`src/design/tlb_lru_lookup_fill_unit_defines.svh`:
```
// Assertion macros for the TLB lookup/fill unit.
`ifndef TLB_LRU_LOOKUP_FILL_UNIT_DEFINES_SVH
`define TLB_LRU_LOOKUP_FILL_UNIT_DEFINES_SVH

// Clocked on clk_i, held off while rst_ni is low.
`define TLBLRU_ASSERT(lbl, prop, msg) \
  lbl: assert property (@(posedge clk_i) disable iff (!rst_ni) (prop)) else $error(msg);

// Clocked on clk_i, checked during reset as well.
`define TLBLRU_ASSERT_ALWAYS(lbl, prop, msg) \
  lbl: assert property (@(posedge clk_i) (prop)) else $error(msg);

`endif

```
`src/design/tlblru_pkg.sv`:
```
// Shared constants, types and command codes of the TLB lookup/fill unit.
package tlblru_pkg;

  localparam int unsigned Entries    = 16;
  localparam int unsigned FrameCount = 4096;

  localparam int unsigned CmdW    = 2;
  localparam int unsigned PageW   = 19;
  localparam int unsigned FrameW  = 12;
  localparam int unsigned StampW  = 32;
  localparam int unsigned VictimW = 4;
  localparam int unsigned HitW    = 1;

  // Stored frame width; truncating to it is the modulo by FrameCount.
  localparam int unsigned StoreW = $clog2(FrameCount);

  // Age key: valid bit above the stamp, so invalid entries are oldest.
  localparam int unsigned KeyW = StampW + 1;

  // Entries per first-level group of the victim search.
  localparam int unsigned GroupSize = 8;

  localparam int unsigned InDataW  = ((PageW + FrameW + StampW + 7) / 8) * 8;
  localparam int unsigned OutDataW = ((FrameW + VictimW + 7) / 8) * 8;

  typedef enum logic [CmdW-1:0] {
    CMD_LOOKUP = 2'd0,
    CMD_FILL   = 2'd1,
    CMD_FLUSH  = 2'd2
  } cmd_e;

  typedef struct packed {
    logic capture;  // load the accepted item
    logic execute;  // apply the item to the entries and load the result
  } ctrl_t;

endpackage

```
`src/design/tlblru_victim.sv`:
```
// LRU victim search: registered per-group minimum, then a final pick.
module tlblru_victim #(
  parameter int unsigned Entries = tlblru_pkg::Entries
) (
  input  logic                                       clk_i,
  input  logic [Entries-1:0]                         valid_i,
  input  logic [Entries-1:0][tlblru_pkg::StampW-1:0] last_use_i,
  output logic [$clog2(Entries)-1:0]                 victim_idx_o
);

  localparam int unsigned IdxW      = $clog2(Entries);
  localparam int unsigned G         = tlblru_pkg::GroupSize;
  localparam int unsigned NumGroups = (Entries + G - 1) / G;
  localparam int unsigned KeyW      = tlblru_pkg::KeyW;

  // Invalid entries all share the lowest key, whatever their stale stamp.
  function automatic logic [KeyW-1:0] age_key(input logic                         vld,
                                              input logic [tlblru_pkg::StampW-1:0] stamp);
    logic [KeyW-1:0] key;
    key = vld ? {1'b1, stamp} : '0;
    return key;
  endfunction

  // Lower key wins; on a tie entry 0 wins, else the higher index.
  function automatic logic beats(input logic [KeyW-1:0] key_a, input logic [IdxW-1:0] idx_a,
                                 input logic [KeyW-1:0] key_b, input logic [IdxW-1:0] idx_b);
    logic res;
    if (key_a != key_b) begin
      res = key_a < key_b;
    end else begin
      res = (idx_a == '0) || ((idx_b != '0) && (idx_a > idx_b));
    end
    return res;
  endfunction

  logic [NumGroups-1:0][KeyW-1:0] grp_key_q;
  logic [NumGroups-1:0][IdxW-1:0] grp_idx_q;

  for (genvar g = 0; g < NumGroups; g++) begin : gen_group
    localparam int unsigned Base = g * G;
    localparam int unsigned Cnt  = ((Entries - Base) < G) ? (Entries - Base) : G;

    logic [KeyW-1:0] s1_key;
    logic [IdxW-1:0] s1_idx;

    always_comb begin
      s1_key = age_key(valid_i[Base], last_use_i[Base]);
      s1_idx = IdxW'(Base);
      for (int unsigned k = 1; k < Cnt; k++) begin
        if (beats(age_key(valid_i[Base+k], last_use_i[Base+k]), IdxW'(Base + k),
                  s1_key, s1_idx)) begin
          s1_key = age_key(valid_i[Base+k], last_use_i[Base+k]);
          s1_idx = IdxW'(Base + k);
        end
      end
    end

    always_ff @(posedge clk_i) begin
      grp_key_q[g] <= s1_key;
      grp_idx_q[g] <= s1_idx;
    end
  end

  always_comb begin
    logic [KeyW-1:0] best_key;
    logic [IdxW-1:0] best_idx;
    best_key = grp_key_q[0];
    best_idx = grp_idx_q[0];
    for (int unsigned g = 1; g < NumGroups; g++) begin
      if (beats(grp_key_q[g], grp_idx_q[g], best_key, best_idx)) begin
        best_key = grp_key_q[g];
        best_idx = grp_idx_q[g];
      end
    end
    victim_idx_o = best_idx;
  end

endmodule

```
`src/design/tlblru_datapath.sv`:
```
// Entry storage, tag match, update logic and result register.
module tlblru_datapath #(
  parameter int unsigned Entries = tlblru_pkg::Entries
) (
  input  logic                            clk_i,
  input  logic                            rst_ni,
  input  tlblru_pkg::ctrl_t               ctrl_i,
  input  logic [tlblru_pkg::CmdW-1:0]     cmd_i,
  input  logic [tlblru_pkg::PageW-1:0]    page_i,
  input  logic [tlblru_pkg::FrameW-1:0]   frame_i,
  input  logic [tlblru_pkg::StampW-1:0]   stamp_i,
  output logic                            hit_o,
  output logic [tlblru_pkg::FrameW-1:0]   frame_o,
  output logic [tlblru_pkg::VictimW-1:0]  victim_o
);

  localparam int unsigned IdxW = $clog2(Entries);

  // Item registers
  logic [tlblru_pkg::CmdW-1:0]   cmd_q;
  logic [tlblru_pkg::PageW-1:0]  page_q;
  logic [tlblru_pkg::FrameW-1:0] frame_q;
  logic [tlblru_pkg::StampW-1:0] stamp_q;

  // Entries
  logic [Entries-1:0]                         valid_q;
  logic [Entries-1:0][tlblru_pkg::PageW-1:0]  tag_q;
  logic [Entries-1:0][tlblru_pkg::StoreW-1:0] fstore_q;
  logic [Entries-1:0][tlblru_pkg::StampW-1:0] last_use_q;

  // Result registers
  logic                           hit_q, hit_d;
  logic [tlblru_pkg::FrameW-1:0]  frame_out_q, frame_out_d;
  logic [tlblru_pkg::VictimW-1:0] victim_q, victim_d;

  logic [Entries-1:0] match;
  logic               any_hit;
  logic [IdxW-1:0]    hit_idx;
  logic [IdxW-1:0]    victim_idx;

  tlblru_victim #(
    .Entries(Entries)
  ) u_victim (
    .clk_i       (clk_i),
    .valid_i     (valid_q),
    .last_use_i  (last_use_q),
    .victim_idx_o(victim_idx)
  );

  // Parallel tag compare; lowest matching index wins.
  always_comb begin
    for (int unsigned i = 0; i < Entries; i++) begin
      match[i] = valid_q[i] && (tag_q[i] == page_q);
    end
    any_hit = |match;
    hit_idx = '0;
    for (int i = Entries - 1; i >= 0; i--) begin
      if (match[i]) begin
        hit_idx = IdxW'(i);
      end
    end
  end

  // Result of the item in the execute cycle; zeros unless a hit or a fill.
  always_comb begin
    hit_d       = 1'b0;
    frame_out_d = '0;
    victim_d    = '0;
    unique case (cmd_q)
      tlblru_pkg::CMD_LOOKUP: begin
        if (any_hit) begin
          hit_d       = 1'b1;
          frame_out_d = tlblru_pkg::FrameW'(fstore_q[hit_idx]);
        end
      end
      tlblru_pkg::CMD_FILL: begin
        victim_d = tlblru_pkg::VictimW'(victim_idx);
      end
      default: ;
    endcase
  end

  always_ff @(posedge clk_i) begin
    if (ctrl_i.capture) begin
      cmd_q   <= cmd_i;
      page_q  <= page_i;
      frame_q <= frame_i;
      stamp_q <= stamp_i;
    end
  end

  always_ff @(posedge clk_i or negedge rst_ni) begin
    if (!rst_ni) begin
      valid_q <= '0;
    end else if (ctrl_i.execute) begin
      unique case (cmd_q)
        tlblru_pkg::CMD_FILL:  valid_q[victim_idx] <= 1'b1;
        tlblru_pkg::CMD_FLUSH: valid_q <= '0;
        default: ;
      endcase
    end
  end

  always_ff @(posedge clk_i) begin
    if (ctrl_i.execute) begin
      hit_q       <= hit_d;
      frame_out_q <= frame_out_d;
      victim_q    <= victim_d;
      unique case (cmd_q)
        tlblru_pkg::CMD_LOOKUP: begin
          if (any_hit) begin
            last_use_q[hit_idx] <= stamp_q;
          end
        end
        tlblru_pkg::CMD_FILL: begin
          tag_q[victim_idx]      <= page_q;
          fstore_q[victim_idx]   <= tlblru_pkg::StoreW'(frame_q);
          last_use_q[victim_idx] <= stamp_q;
        end
        default: ;
      endcase
    end
  end

  assign hit_o    = hit_q;
  assign frame_o  = frame_out_q;
  assign victim_o = victim_q;

endmodule

```
`src/design/tlblru_ctrl.sv`:
```
// Controller: accept/execute sequencing and result valid flag.
module tlblru_ctrl (
  input  logic              clk_i,
  input  logic              rst_ni,
  input  logic              in_valid_i,
  output logic              in_ready_o,
  output logic              out_valid_o,
  input  logic              out_ready_i,
  output tlblru_pkg::ctrl_t ctrl_o
);

  typedef enum logic [1:0] {
    ST_IDLE = 2'b01,
    ST_EXEC = 2'b10
  } state_e;

  state_e state_q, state_d;
  logic   out_valid_q, out_valid_d;
  logic   out_free;

  // Result register can take a new item this cycle.
  assign out_free = !out_valid_q || out_ready_i;

  always_comb begin
    state_d        = state_q;
    ctrl_o.capture = 1'b0;
    ctrl_o.execute = 1'b0;
    unique case (state_q)
      ST_IDLE: begin
        if (in_valid_i) begin
          ctrl_o.capture = 1'b1;
          state_d        = ST_EXEC;
        end
      end
      ST_EXEC: begin
        if (out_free) begin
          ctrl_o.execute = 1'b1;
          state_d        = ST_IDLE;
        end
      end
      default: state_d = ST_IDLE;
    endcase
  end

  always_comb begin
    out_valid_d = out_valid_q;
    if (ctrl_o.execute) begin
      out_valid_d = 1'b1;
    end else if (out_ready_i) begin
      out_valid_d = 1'b0;
    end
  end

  always_ff @(posedge clk_i or negedge rst_ni) begin
    if (!rst_ni) begin
      state_q     <= ST_IDLE;
      out_valid_q <= 1'b0;
    end else begin
      state_q     <= state_d;
      out_valid_q <= out_valid_d;
    end
  end

  assign in_ready_o  = (state_q == ST_IDLE);
  assign out_valid_o = out_valid_q;

endmodule

```
`src/design/tlb_lru_lookup_fill_unit.sv`:
```
// Top level of the fully associative TLB with LRU replacement.
//
//  channel  | dir | tdata (low bit first)                        | tuser
//  ---------+-----+----------------------------------------------+----------------
//  s_axis   | in  | page_number[18:0] frame_number[30:19]        | cmd[1:0]
//           |     | stamp[62:31], zero pad [63]                  |
//  m_axis   | out | frame_out[11:0] victim_index[15:12]          | hit[0]
//
// Steps per item: the idle state takes the item in, then the execute state
//   compares tags, picks the LRU victim from the group minima and updates the entry.
// The victim search keeps a registered per-group minimum refreshed every
//   cycle from the entries; the final pick runs in the execute cycle.
// Reset: clears all valid bits and the result flag; tag, frame and stamp
//   storage is not reset and is only read for valid entries.
// Stalls: a held result blocks the next item only in its execute cycle; a
//   new item is taken while the previous result still waits on m_axis.
module tlb_lru_lookup_fill_unit #(
  parameter int unsigned Entries = tlblru_pkg::Entries
) (
  input  logic                               clk_i,
  input  logic                               rst_ni,

  input  logic                               s_axis_tvalid,
  output logic                               s_axis_tready,
  // page_number[18:0], frame_number[30:19], stamp[62:31]
  input  logic [tlblru_pkg::InDataW-1:0]     s_axis_tdata,
  // cmd[1:0]
  input  logic [tlblru_pkg::CmdW-1:0]        s_axis_tuser,

  output logic                               m_axis_tvalid,
  input  logic                               m_axis_tready,
  // frame_out[11:0], victim_index[15:12]
  output logic [tlblru_pkg::OutDataW-1:0]    m_axis_tdata,
  // hit[0]
  output logic [tlblru_pkg::HitW-1:0]        m_axis_tuser
);

  `include "tlb_lru_lookup_fill_unit_defines.svh"

  localparam int unsigned PageLo  = 0;
  localparam int unsigned FrameLo = PageLo + tlblru_pkg::PageW;
  localparam int unsigned StampLo = FrameLo + tlblru_pkg::FrameW;
  localparam int unsigned InUsed  = StampLo + tlblru_pkg::StampW;
  localparam int unsigned OutUsed = tlblru_pkg::FrameW + tlblru_pkg::VictimW;

  tlblru_pkg::ctrl_t ctrl;

  logic                           res_hit;
  logic [tlblru_pkg::FrameW-1:0]  res_frame;
  logic [tlblru_pkg::VictimW-1:0] res_victim;

  tlblru_ctrl u_ctrl (
    .clk_i      (clk_i),
    .rst_ni     (rst_ni),
    .in_valid_i (s_axis_tvalid),
    .in_ready_o (s_axis_tready),
    .out_valid_o(m_axis_tvalid),
    .out_ready_i(m_axis_tready),
    .ctrl_o     (ctrl)
  );

  tlblru_datapath #(
    .Entries(Entries)
  ) u_datapath (
    .clk_i   (clk_i),
    .rst_ni  (rst_ni),
    .ctrl_i  (ctrl),
    .cmd_i   (s_axis_tuser),
    .page_i  (s_axis_tdata[FrameLo-1:PageLo]),
    .frame_i (s_axis_tdata[StampLo-1:FrameLo]),
    .stamp_i (s_axis_tdata[InUsed-1:StampLo]),
    .hit_o   (res_hit),
    .frame_o (res_frame),
    .victim_o(res_victim)
  );

  assign m_axis_tdata = tlblru_pkg::OutDataW'({res_victim, res_frame});
  assign m_axis_tuser = res_hit;

  // One item in flight: after an accept the input side is closed in the next cycle.
  `TLBLRU_ASSERT(a_single_item, (s_axis_tvalid && s_axis_tready) |=> !s_axis_tready, "item accepted while busy")
  // A hit never reports a victim.
  `TLBLRU_ASSERT(a_hit_no_victim, (m_axis_tvalid && m_axis_tuser[0]) |-> (m_axis_tdata[OutUsed-1:tlblru_pkg::FrameW] == '0), "hit with nonzero victim")
  // A new result follows an execute cycle, when the input side was closed.
  `TLBLRU_ASSERT(a_result_after_exec, $rose(m_axis_tvalid) |-> $past(!s_axis_tready), "result without execute")
  // No result is shown while in reset.
  `TLBLRU_ASSERT_ALWAYS(a_reset_quiet, !rst_ni |-> !m_axis_tvalid, "result valid in reset")

endmodule

```
`config.mk`:
```
export PLATFORM = sky130hd
export DESIGN_NAME = tlb_lru_lookup_fill_unit
export DESIGN_NICKNAME = d
export VERILOG_FILES = /design/src/design/tlblru_pkg.sv /design/src/design/tlblru_victim.sv /design/src/design/tlblru_datapath.sv /design/src/design/tlblru_ctrl.sv /design/src/design/tlb_lru_lookup_fill_unit.sv
export VERILOG_INCLUDE_DIRS = /design/src /design/src/design
export SDC_FILE = /design/constraint.sdc
export NUM_CORES = 2
export LEC_CHECK = 0
export BUFFER_PORTS_ARGS = -buffer_cell sky130_fd_sc_hd__buf_2
export CORE_MARGIN = 2
export CORE_UTILIZATION = 36
export CTS_BUF_LIST = sky130_fd_sc_hd__clkbuf_8 sky130_fd_sc_hd__clkbuf_16
export CTS_CLUSTER_DIAMETER = 100
export DETAILED_ROUTE_END_ITERATION = 8
export PLACE_DENSITY_LB_ADDON = 0.12
export SYNTH_ARGS = -nofsm -noshare
export SYNTH_HDL_FRONTEND = slang
export SYNTH_SLANG_ARGS = --single-unit
```
`constraint.sdc`:
```
create_clock -name clk_i -period 17.2 [get_ports clk_i]
set_clock_uncertainty 0.15 [all_clocks]
set_input_delay 4.3 -clock clk_i [delete_from_list [all_inputs] [get_ports clk_i]]
set_output_delay 4.3 -clock clk_i [all_outputs]
set_load 0.01 [all_outputs]
```
---- Word level (Yosys, flattened, before mapping) ----
Cells that the tools add are included.
word-level totals
  word-level logic and storage cells ...... 294
  input bits .............................. 70
  register bits after elaboration ......... 1183
  output and inout port bits .............. 19
operators by class
  order comparisons ....................... 32
  equality and inequality tests ........... 38
  bitwise gates (word level) .............. 1
  reduce and logical (&&, ||, !) cells .... 58
  muxes and demuxes ....................... 103
operators with widths
  kind                number
  $bwmux 512          2
  $pmux 512 s2        1
  $mux 33             30
  $mux 512            1
  $lt 33x33->1        15
  $ne 33x33->1        15
  $bwmux 304          1
  $eq 19x19->1        16
  $demux 32 s4        2
  $bwmux 192          1
  $mux 4              25
  $demux 19 s4        1
  $mux 32             2
  $reduce_bool 4->1   13
  $bmux 12 s4         1
  $demux 12 s4        1
  $pmux 16 s2         1
  $logic_and 1x1->1   31
  $mux 1              25
  $gt 4x4->1 const A  6
  $mux 12             2
  $mux 19             1
  $gt 3x4->1 const A  4
  $or 16x16->16       1
  other kinds (19)    34

---- Longest topological paths before layout ----
  word-level depth ........................ 28
  gate-level depth with buffers ........... 90
  depth with buffers taken out ............ 73

---- Hierarchy ----
From an unflattened synthesis, not the netlist that was laid out.
second synthesis, totals
  cell total of the unflattened synthesis .. 6052
  area total of the unflattened synthesis .. 68246.7 sq um
by module, submodules not included
  module           cells an instance  area an instance (sq um)  sequential area each (sq um)  times used
  tlblru_datapath  2684               44342.5                   33131.8                       1
  tlblru_victim    3356               23766.5                   1441.4                        1
  tlblru_ctrl      12                 137.6                     76.3                          1

---- Worst setup path after synthesis ----
OpenSTA, ideal clock, no wires.
  path kind ............................... register to register
  start point ............................. reg u_datapath.valid_q[0]
  end point ............................... reg u_datapath.u_victim.grp_key_q[5] (netlist name)
  path buffers ............................ 16
  cell stages (with the launch flop) ...... 82
  setup time .............................. 87 ps
  period minus slack after synthesis ...... 16510 ps
  data arrival time ....................... 16273 ps
  path slack .............................. 690 ps
  required time ........................... 16963 ps
  cell sequence ........................... dfrtp_1 clkbuf_1 clkbuf_1 nand2_1 ha_1 a21oi_1 nand2_1 a221oi_1 o21ai_1 nor3_1 buf_2 clkbuf_1 buf_1 buf_1 nor2_1 a21oi_1 ha_1 a211oi_2 [46 not listed] o21ai_0 nand2b_1 a21oi_1 or4_1 and4_1 mux2i_4 buf_2 mux2i_1 ha_1 a2111oi_0 o221ai_1 o2111ai_1 o21a_1 nor2b_1 a21oi_1 clkbuf_1 nand2_1 o31ai_1
between the ends
  word-level cells in the longest chain between the ends .. 28
  elaborated cells on any way between the ends .. 53
  those cells by class .................... order compare (13); eq/ne (7); mux (21); reduce/logical (12)
ends and longest elaborated chain
  element                                                RTL line               source
  start, declared                                        tlblru_datapath.sv:26  logic [Entries-1:0] valid_q;
  start signal, assigned                                 tlblru_datapath.sv:94  valid_q <= '0;
  start signal, assigned by index                        tlblru_datapath.sv:97  tlblru_pkg::CMD_FILL: valid_q[victim_idx] <= 1'b1;
  start signal, assigned                                 tlblru_datapath.sv:98  tlblru_pkg::CMD_FLUSH: valid_q <= '0;
  $mux 33 (*)                                            tlblru_victim.sv:20    key = vld ? {1'b1, stamp} : '0;
  branches (longest 26 deep; another with $lt 33x33->1)  -
  $mux 33 (*)                                            tlblru_victim.sv:50    if (beats(age_key(valid_i[Base+k], last_use_i[Base+k]), IdxW'(Base + k),
  via u_datapath.u_victim.gen_group[0].s1_key[5]         tlblru_victim.sv:43    logic [KeyW-1:0] s1_key;
  end signal, assigned by index                          tlblru_victim.sv:59    grp_key_q[g] <= s1_key;
  end, declared                                          tlblru_victim.sv:36    logic [NumGroups-1:0][KeyW-1:0] grp_key_q;
Mark *: on every way through the listed nets, which the timed path passes.
A chain may end at the register's enable or synchronous reset.

---- Worst setup path after layout ----
  start point ............................. reg u_datapath.valid_q[9]
  end point ............................... reg u_datapath.u_victim.grp_idx_q[5] (netlist name)
between the ends
  word-level cells in the longest chain between the ends .. 27
  elaborated cells on any way between the ends .. 52
  those cells by class .................... order compare (13); eq/ne (7); mux (20); reduce/logical (12)
ends and longest elaborated chain
  element                                                RTL line             source
  $mux 33 (*)                                            tlblru_victim.sv:20
  branches (longest 26 deep; another with $lt 33x33->1)  -
  end signal, assigned by index                          tlblru_victim.sv:60  grp_idx_q[g] <= s1_idx;
  end, declared                                          tlblru_victim.sv:37  logic [NumGroups-1:0][IdxW-1:0] grp_idx_q;
Mark *: on every way between the ends.

==> reports/qor.txt <==
OUTCOME
----------------------------------------------------------------------------------------------------
Result of the run                                                                       finished, final reports clean

SYNTH
----------------------------------------------------------------------------------------------------
Distinct cells, synth                                                                            100
Number of enable flip-flop cells after synthesis                                               1,090
Cell types with the highest counts after synthesis                                      sky130_fd_sc_hd__edfxtp_1 (1,090), sky130_fd_sc_hd__ha_1 (498), sky130_fd_sc_hd__nand2_1 (462), sky130_fd_sc_hd__and2_1 (459), sky130_fd_sc_hd__nor2b_1 (457)
Synth warn                                                                                         0
Nets in the synthesized netlist                                                                6,585
Area share of the leading cell type in the synthesized netlist                                 49.0%
Cells taking the most area after synthesis                                              sky130_fd_sc_hd__edfxtp_1 (49%), sky130_fd_sc_hd__ha_1 (9.3%), sky130_fd_sc_hd__and2_1 (4.3%)
Syn Area/Cell                                                                              11.1 um^2
Share of synthesized area occupied by flip-flops and latches                                   51.9%
Cell with the most instances after synthesis                                            sky130_fd_sc_hd__edfxtp_1
Synth async-reset ratio                                                                        1.61%
Flops & latches, synth                                                                         1,181
Cell taking the most area after synthesis                                               sky130_fd_sc_hd__edfxtp_1
Post-synthesis instance area                                                             66,800 um^2
Post-Synthesis Cells                                                                           6,017
Dominant register cell in the synthesized netlist                                       sky130_fd_sc_hd__edfxtp_1

FINAL LAYOUT
----------------------------------------------------------------------------------------------------
Proportion of layout cells with a drive suffix above 1                                         21.5%
Fill cell instance count of the final layout                                                   17.4k
Number of standard cells in the layout, taps in and fillers out                                9,412
Layout area overhead                                                                           22.9%
Layout Cell Area excl Fill                                                               82,100 um^2
NumNets Final                                                                                  7,372

DRT
----------------------------------------------------------------------------------------------------
Vias after detailed routing                                                                    48.5k
Avg WL per Cell                                                                              22.7 um
Number of antenna-violating nets in the routed design                                              0
First drt pass iteration count                                                                     8
Total DRC errors in the routed layout                                                              0
Final wirelength                                                                              214 mm
Vias per std cell                                                                               5.16
Violation count after the first detailed-route iteration                                       4,028

POWER
----------------------------------------------------------------------------------------------------
Ratio of total power to cell area                                                        234 nW/um^2
Max rail drop VDD                                                                           0.237 mV
LEAKAGE                                                                                      32.7 nW

FLOORPLANNING
----------------------------------------------------------------------------------------------------
Count of standard-cell rows                                                                      158
Number of I/O pins                                                                                89
Starting Density                                                                               36.1%
Floorplan die height                                                                          435 um
Core ar.                                                                                185,000 um^2
Chip width                                                                                    435 um
Area of the die                                                                         189,000 um^2

HOLD PATH
----------------------------------------------------------------------------------------------------
Worst min-delay path endpoint                                                           u_ctrl.out_valid_o
Path category of the worst min-delay check                                                   reg2reg
Min-Delay Startpoint                                                                    u_ctrl.out_valid_o
Hold Path Cell Cnt                                                                                 2

SETUP PATH
----------------------------------------------------------------------------------------------------
Endpoint class of the critical path                                                        flip-flop
Most used cell along the critical path                                                  sky130_fd_sc_hd__buf_4
Worst flop-to-flop path startpoint                                                      u_datapath.valid_q[9]
Worst EP required                                                                           17.73 ns
Biggest cell delay along the critical path                                                   0.57 ns
Worst r2r dst                                                                           u_datapath.u_victim.grp_idx_q[5]
Kind of critical path                                                                        reg2reg
Startpoint of the most critical setup path                                              u_datapath.valid_q[9]
Critical-path top delay cell                                                            sky130_fd_sc_hd__or4_4
Flop-to-flop setup slack                                                                     0.57 ns
Top fanout value on the critical path                                                             16
Arrival time at the worst endpoint                                                          17.16 ns
Worst-case reg-to-reg path depth                                                                  85
Worst setup SP type                                                                        flip-flop

STA
----------------------------------------------------------------------------------------------------
Slew at the pin with the worst max-slew slack                                                1.20 ns
Post-layout worst setup margin                                                              0.571 ns
Final hold violation count                                                                         0
Final setup vio count                                                                              0
Worst relative slew slack                                                                      19.7%
Highest Clock Rate                                                                          60.1 MHz
Final Slew Violations                                                                              0
Total Neg Setup Slack                                                                           0 ns
Final clock period utilization by the worst path                                               96.7%
Post-route minimum period                                                                   16.63 ns
Setup repair after global routing missed its margin                                              yes

CLOCKING
----------------------------------------------------------------------------------------------------
Clock buffer depth                                                                                 3
TritonCTS clock tree                                                                           built
Clock-pin slew reported for the worst setup and hold paths after clock tree synthesis        0.06 ns
Clock tree root driver cell                                                             sky130_fd_sc_hd__clkbuf_16
Htree depth                                                                                        4
Number of sinks handled by clock tree synthesis                                                1,181
Total clock buffers created by CTS                                                               143
Worst-Skew Late Latency                                                                      0.83 ns
Number of hold buffers added after CTS                                                             0

GLOBAL ROUTING
----------------------------------------------------------------------------------------------------
Total gr overflow                                                                                  0
First-pass GRT wire length                                                                    312 mm
Initial antenna violation count                                                                   22
Vias in the first global route                                                                 47.7k
Total track usage                                                                              22.0%
Pin count of the biggest net entering global routing                                              54

RUN
----------------------------------------------------------------------------------------------------
Number of maximum-capacitance violations                                                           0

PLACED DESIGN
----------------------------------------------------------------------------------------------------
Worst setup timing slack at the placement stage                                            -0.911 ns
Post-placement cell count                                                                      9,079
Estimated wirelength of the detail-placed design                                              143 mm
PortBufs                                                                                          87
Global placer's final weighted congestion                                                      0.869
Post-Place Cell Area                                                                     75,700 um^2

what timing repair did:
| item | CTS | global route |
|---|---|---|
| endpoints found under the setup margin | 71 | 72 |
| setup buffers | 7 | 40 |
| cloned | 1 | 12 |
| gates resized for setup | 32 | 202 |
| hold endpoints to repair | 0 | 0 |
| pin swaps | 7 | 66 |
sequential cells by signal, indices dropped and copies added (netlist names), 6 cells and up:
signal and cells:
u_datapath.valid_q 16, u_datapath.u_victim.grp_idx_q 6, u_datapath.page_q 19, u_datapath.u_victim.grp_key_q 66
u_datapath.tag_q 304, u_datapath.frame_q 12, u_datapath.fstore_q 192, u_datapath.frame_o 12
u_datapath.stamp_q 32, u_datapath.last_use_q 512
worst max path at each step:
| stage | slack (ns) | to | cells after the start |
|---|---|---|---|
| 2_1_floorplan | 0.69 | u_datapath.u_victim.grp_key_q[5] | 81 |
| 3_3_place_gp | -0.80 | u_datapath.u_victim.grp_key_q[43] | 72 |
| 3_5_place_dp | -0.91 | u_datapath.u_victim.grp_key_q[43] | 78 |
| 4_1_cts | 0.007 | u_datapath.u_victim.grp_key_q[10] | 83 |
| 5_1_grt | -0.16 | u_datapath.u_victim.grp_idx_q[5] | 88 |
| 6_report | 0.57 | u_datapath.u_victim.grp_idx_q[5] | 85 |
logic make-up (layout without fill, tap and decap cells):
kind of cell | count (synthesis) | count (layout) | share of synthesized area (%)
fa+ha+maj | 498 | 498 | 9.33
compound gates | 1025 | 1027 | 10.4
xor+xnor | 304 | 304 | 3.99
flops | 1181 | 1181 | 51.9
mux | 162 | 162 | 2.54
simple gates | 2246 | 2246 | 18.1
other cells | 0 | 8 | 0
buf+inv | 601 | 1506 | 3.79
worst max-delay path: cells and delay by family (launching register included):
kind	cells	cell delay [ns]
buffers and inverters	25	3.65
AO/OA/AOI/OAI	24	4.97
multiplexers	1	0.22
AND/OR/NAND/NOR	28	5.05
adder cells (fa/ha/maj)	7	2.00
flip-flops	1	0.42
per-layer routing:
metal | GRT usage [%] | wire [um] | vias up
li1 | - | - | 23500
met1 | 29.7 | 96300 | 23700
met2 | 36.9 | 102000 | 1100
met3 | 2.57 | 9690 | 286
met4 | 6.68 | 6300 | 0
met5 | 0 | 0 | -
stage by stage:
step | utilization [%] | hold slack, ns | total power [mW]
floorplan | - | 0.339 | 9.00
global placement | 40.9 | 0.356 | 14.7
detailed placement | 40.9 | 0.369 | 14.8
CTS | 43.6 | 0.382 | 18.1
global route | 44.4 | 0.414 | 20.4
finish | 44.4 | 0.372 | 19.2
power breakdown:
group | internal [mW] | leakage, nW | switching (mW)
combinational | 6.24 | 18.9 | 6.55
sequential | 3.28 | 11.4 | 0.0907
clock | 1.72 | 2.44 | 1.31
layout by cell type (no fill, tap or decap), types with 32 or more instances in the layout:
cell	instances
sky130_fd_sc_hd__a222oi_1	36
sky130_fd_sc_hd__mux2_2	37
sky130_fd_sc_hd__o31ai_1	37
sky130_fd_sc_hd__clkbuf_16	153
sky130_fd_sc_hd__nand3_1	74
sky130_fd_sc_hd__ha_1	494
sky130_fd_sc_hd__a21oi_1	262
sky130_fd_sc_hd__a211oi_1	50
sky130_fd_sc_hd__dfxtp_1	72
sky130_fd_sc_hd__mux2i_1	110
sky130_fd_sc_hd__a21o_1	79
sky130_fd_sc_hd__nor4_1	80
sky130_fd_sc_hd__o211ai_1	54
sky130_fd_sc_hd__nand4_1	176
sky130_fd_sc_hd__or2_2	38
sky130_fd_sc_hd__nand2_1	458
sky130_fd_sc_hd__xnor2_1	112
sky130_fd_sc_hd__and2_1	452
sky130_fd_sc_hd__nor2b_1	452
sky130_fd_sc_hd__buf_4	823
sky130_fd_sc_hd__nor3_1	46
sky130_fd_sc_hd__nor2_1	276
sky130_fd_sc_hd__buf_2	88
sky130_fd_sc_hd__xor2_1	192
sky130_fd_sc_hd__edfxtp_1	1090
sky130_fd_sc_hd__inv_1	304
sky130_fd_sc_hd__o21ai_1	47
sky130_fd_sc_hd__o21ai_0	156
sky130_fd_sc_hd__buf_12	32
cell type report:
type	count	area, um^2	share of cell area [%]
timing repair buffer	971	7710	9.39
clock buffer	155	3750	4.57
clock inverter	110	965	1.17
sequential	1181	34700	42.2
tap	2480	3100	3.78
antenna	8	20.0	0.0244
multi-input combinational	4237	30900	37.6
inverter	270	1010	1.23
(Power assumes the default switching activity.)
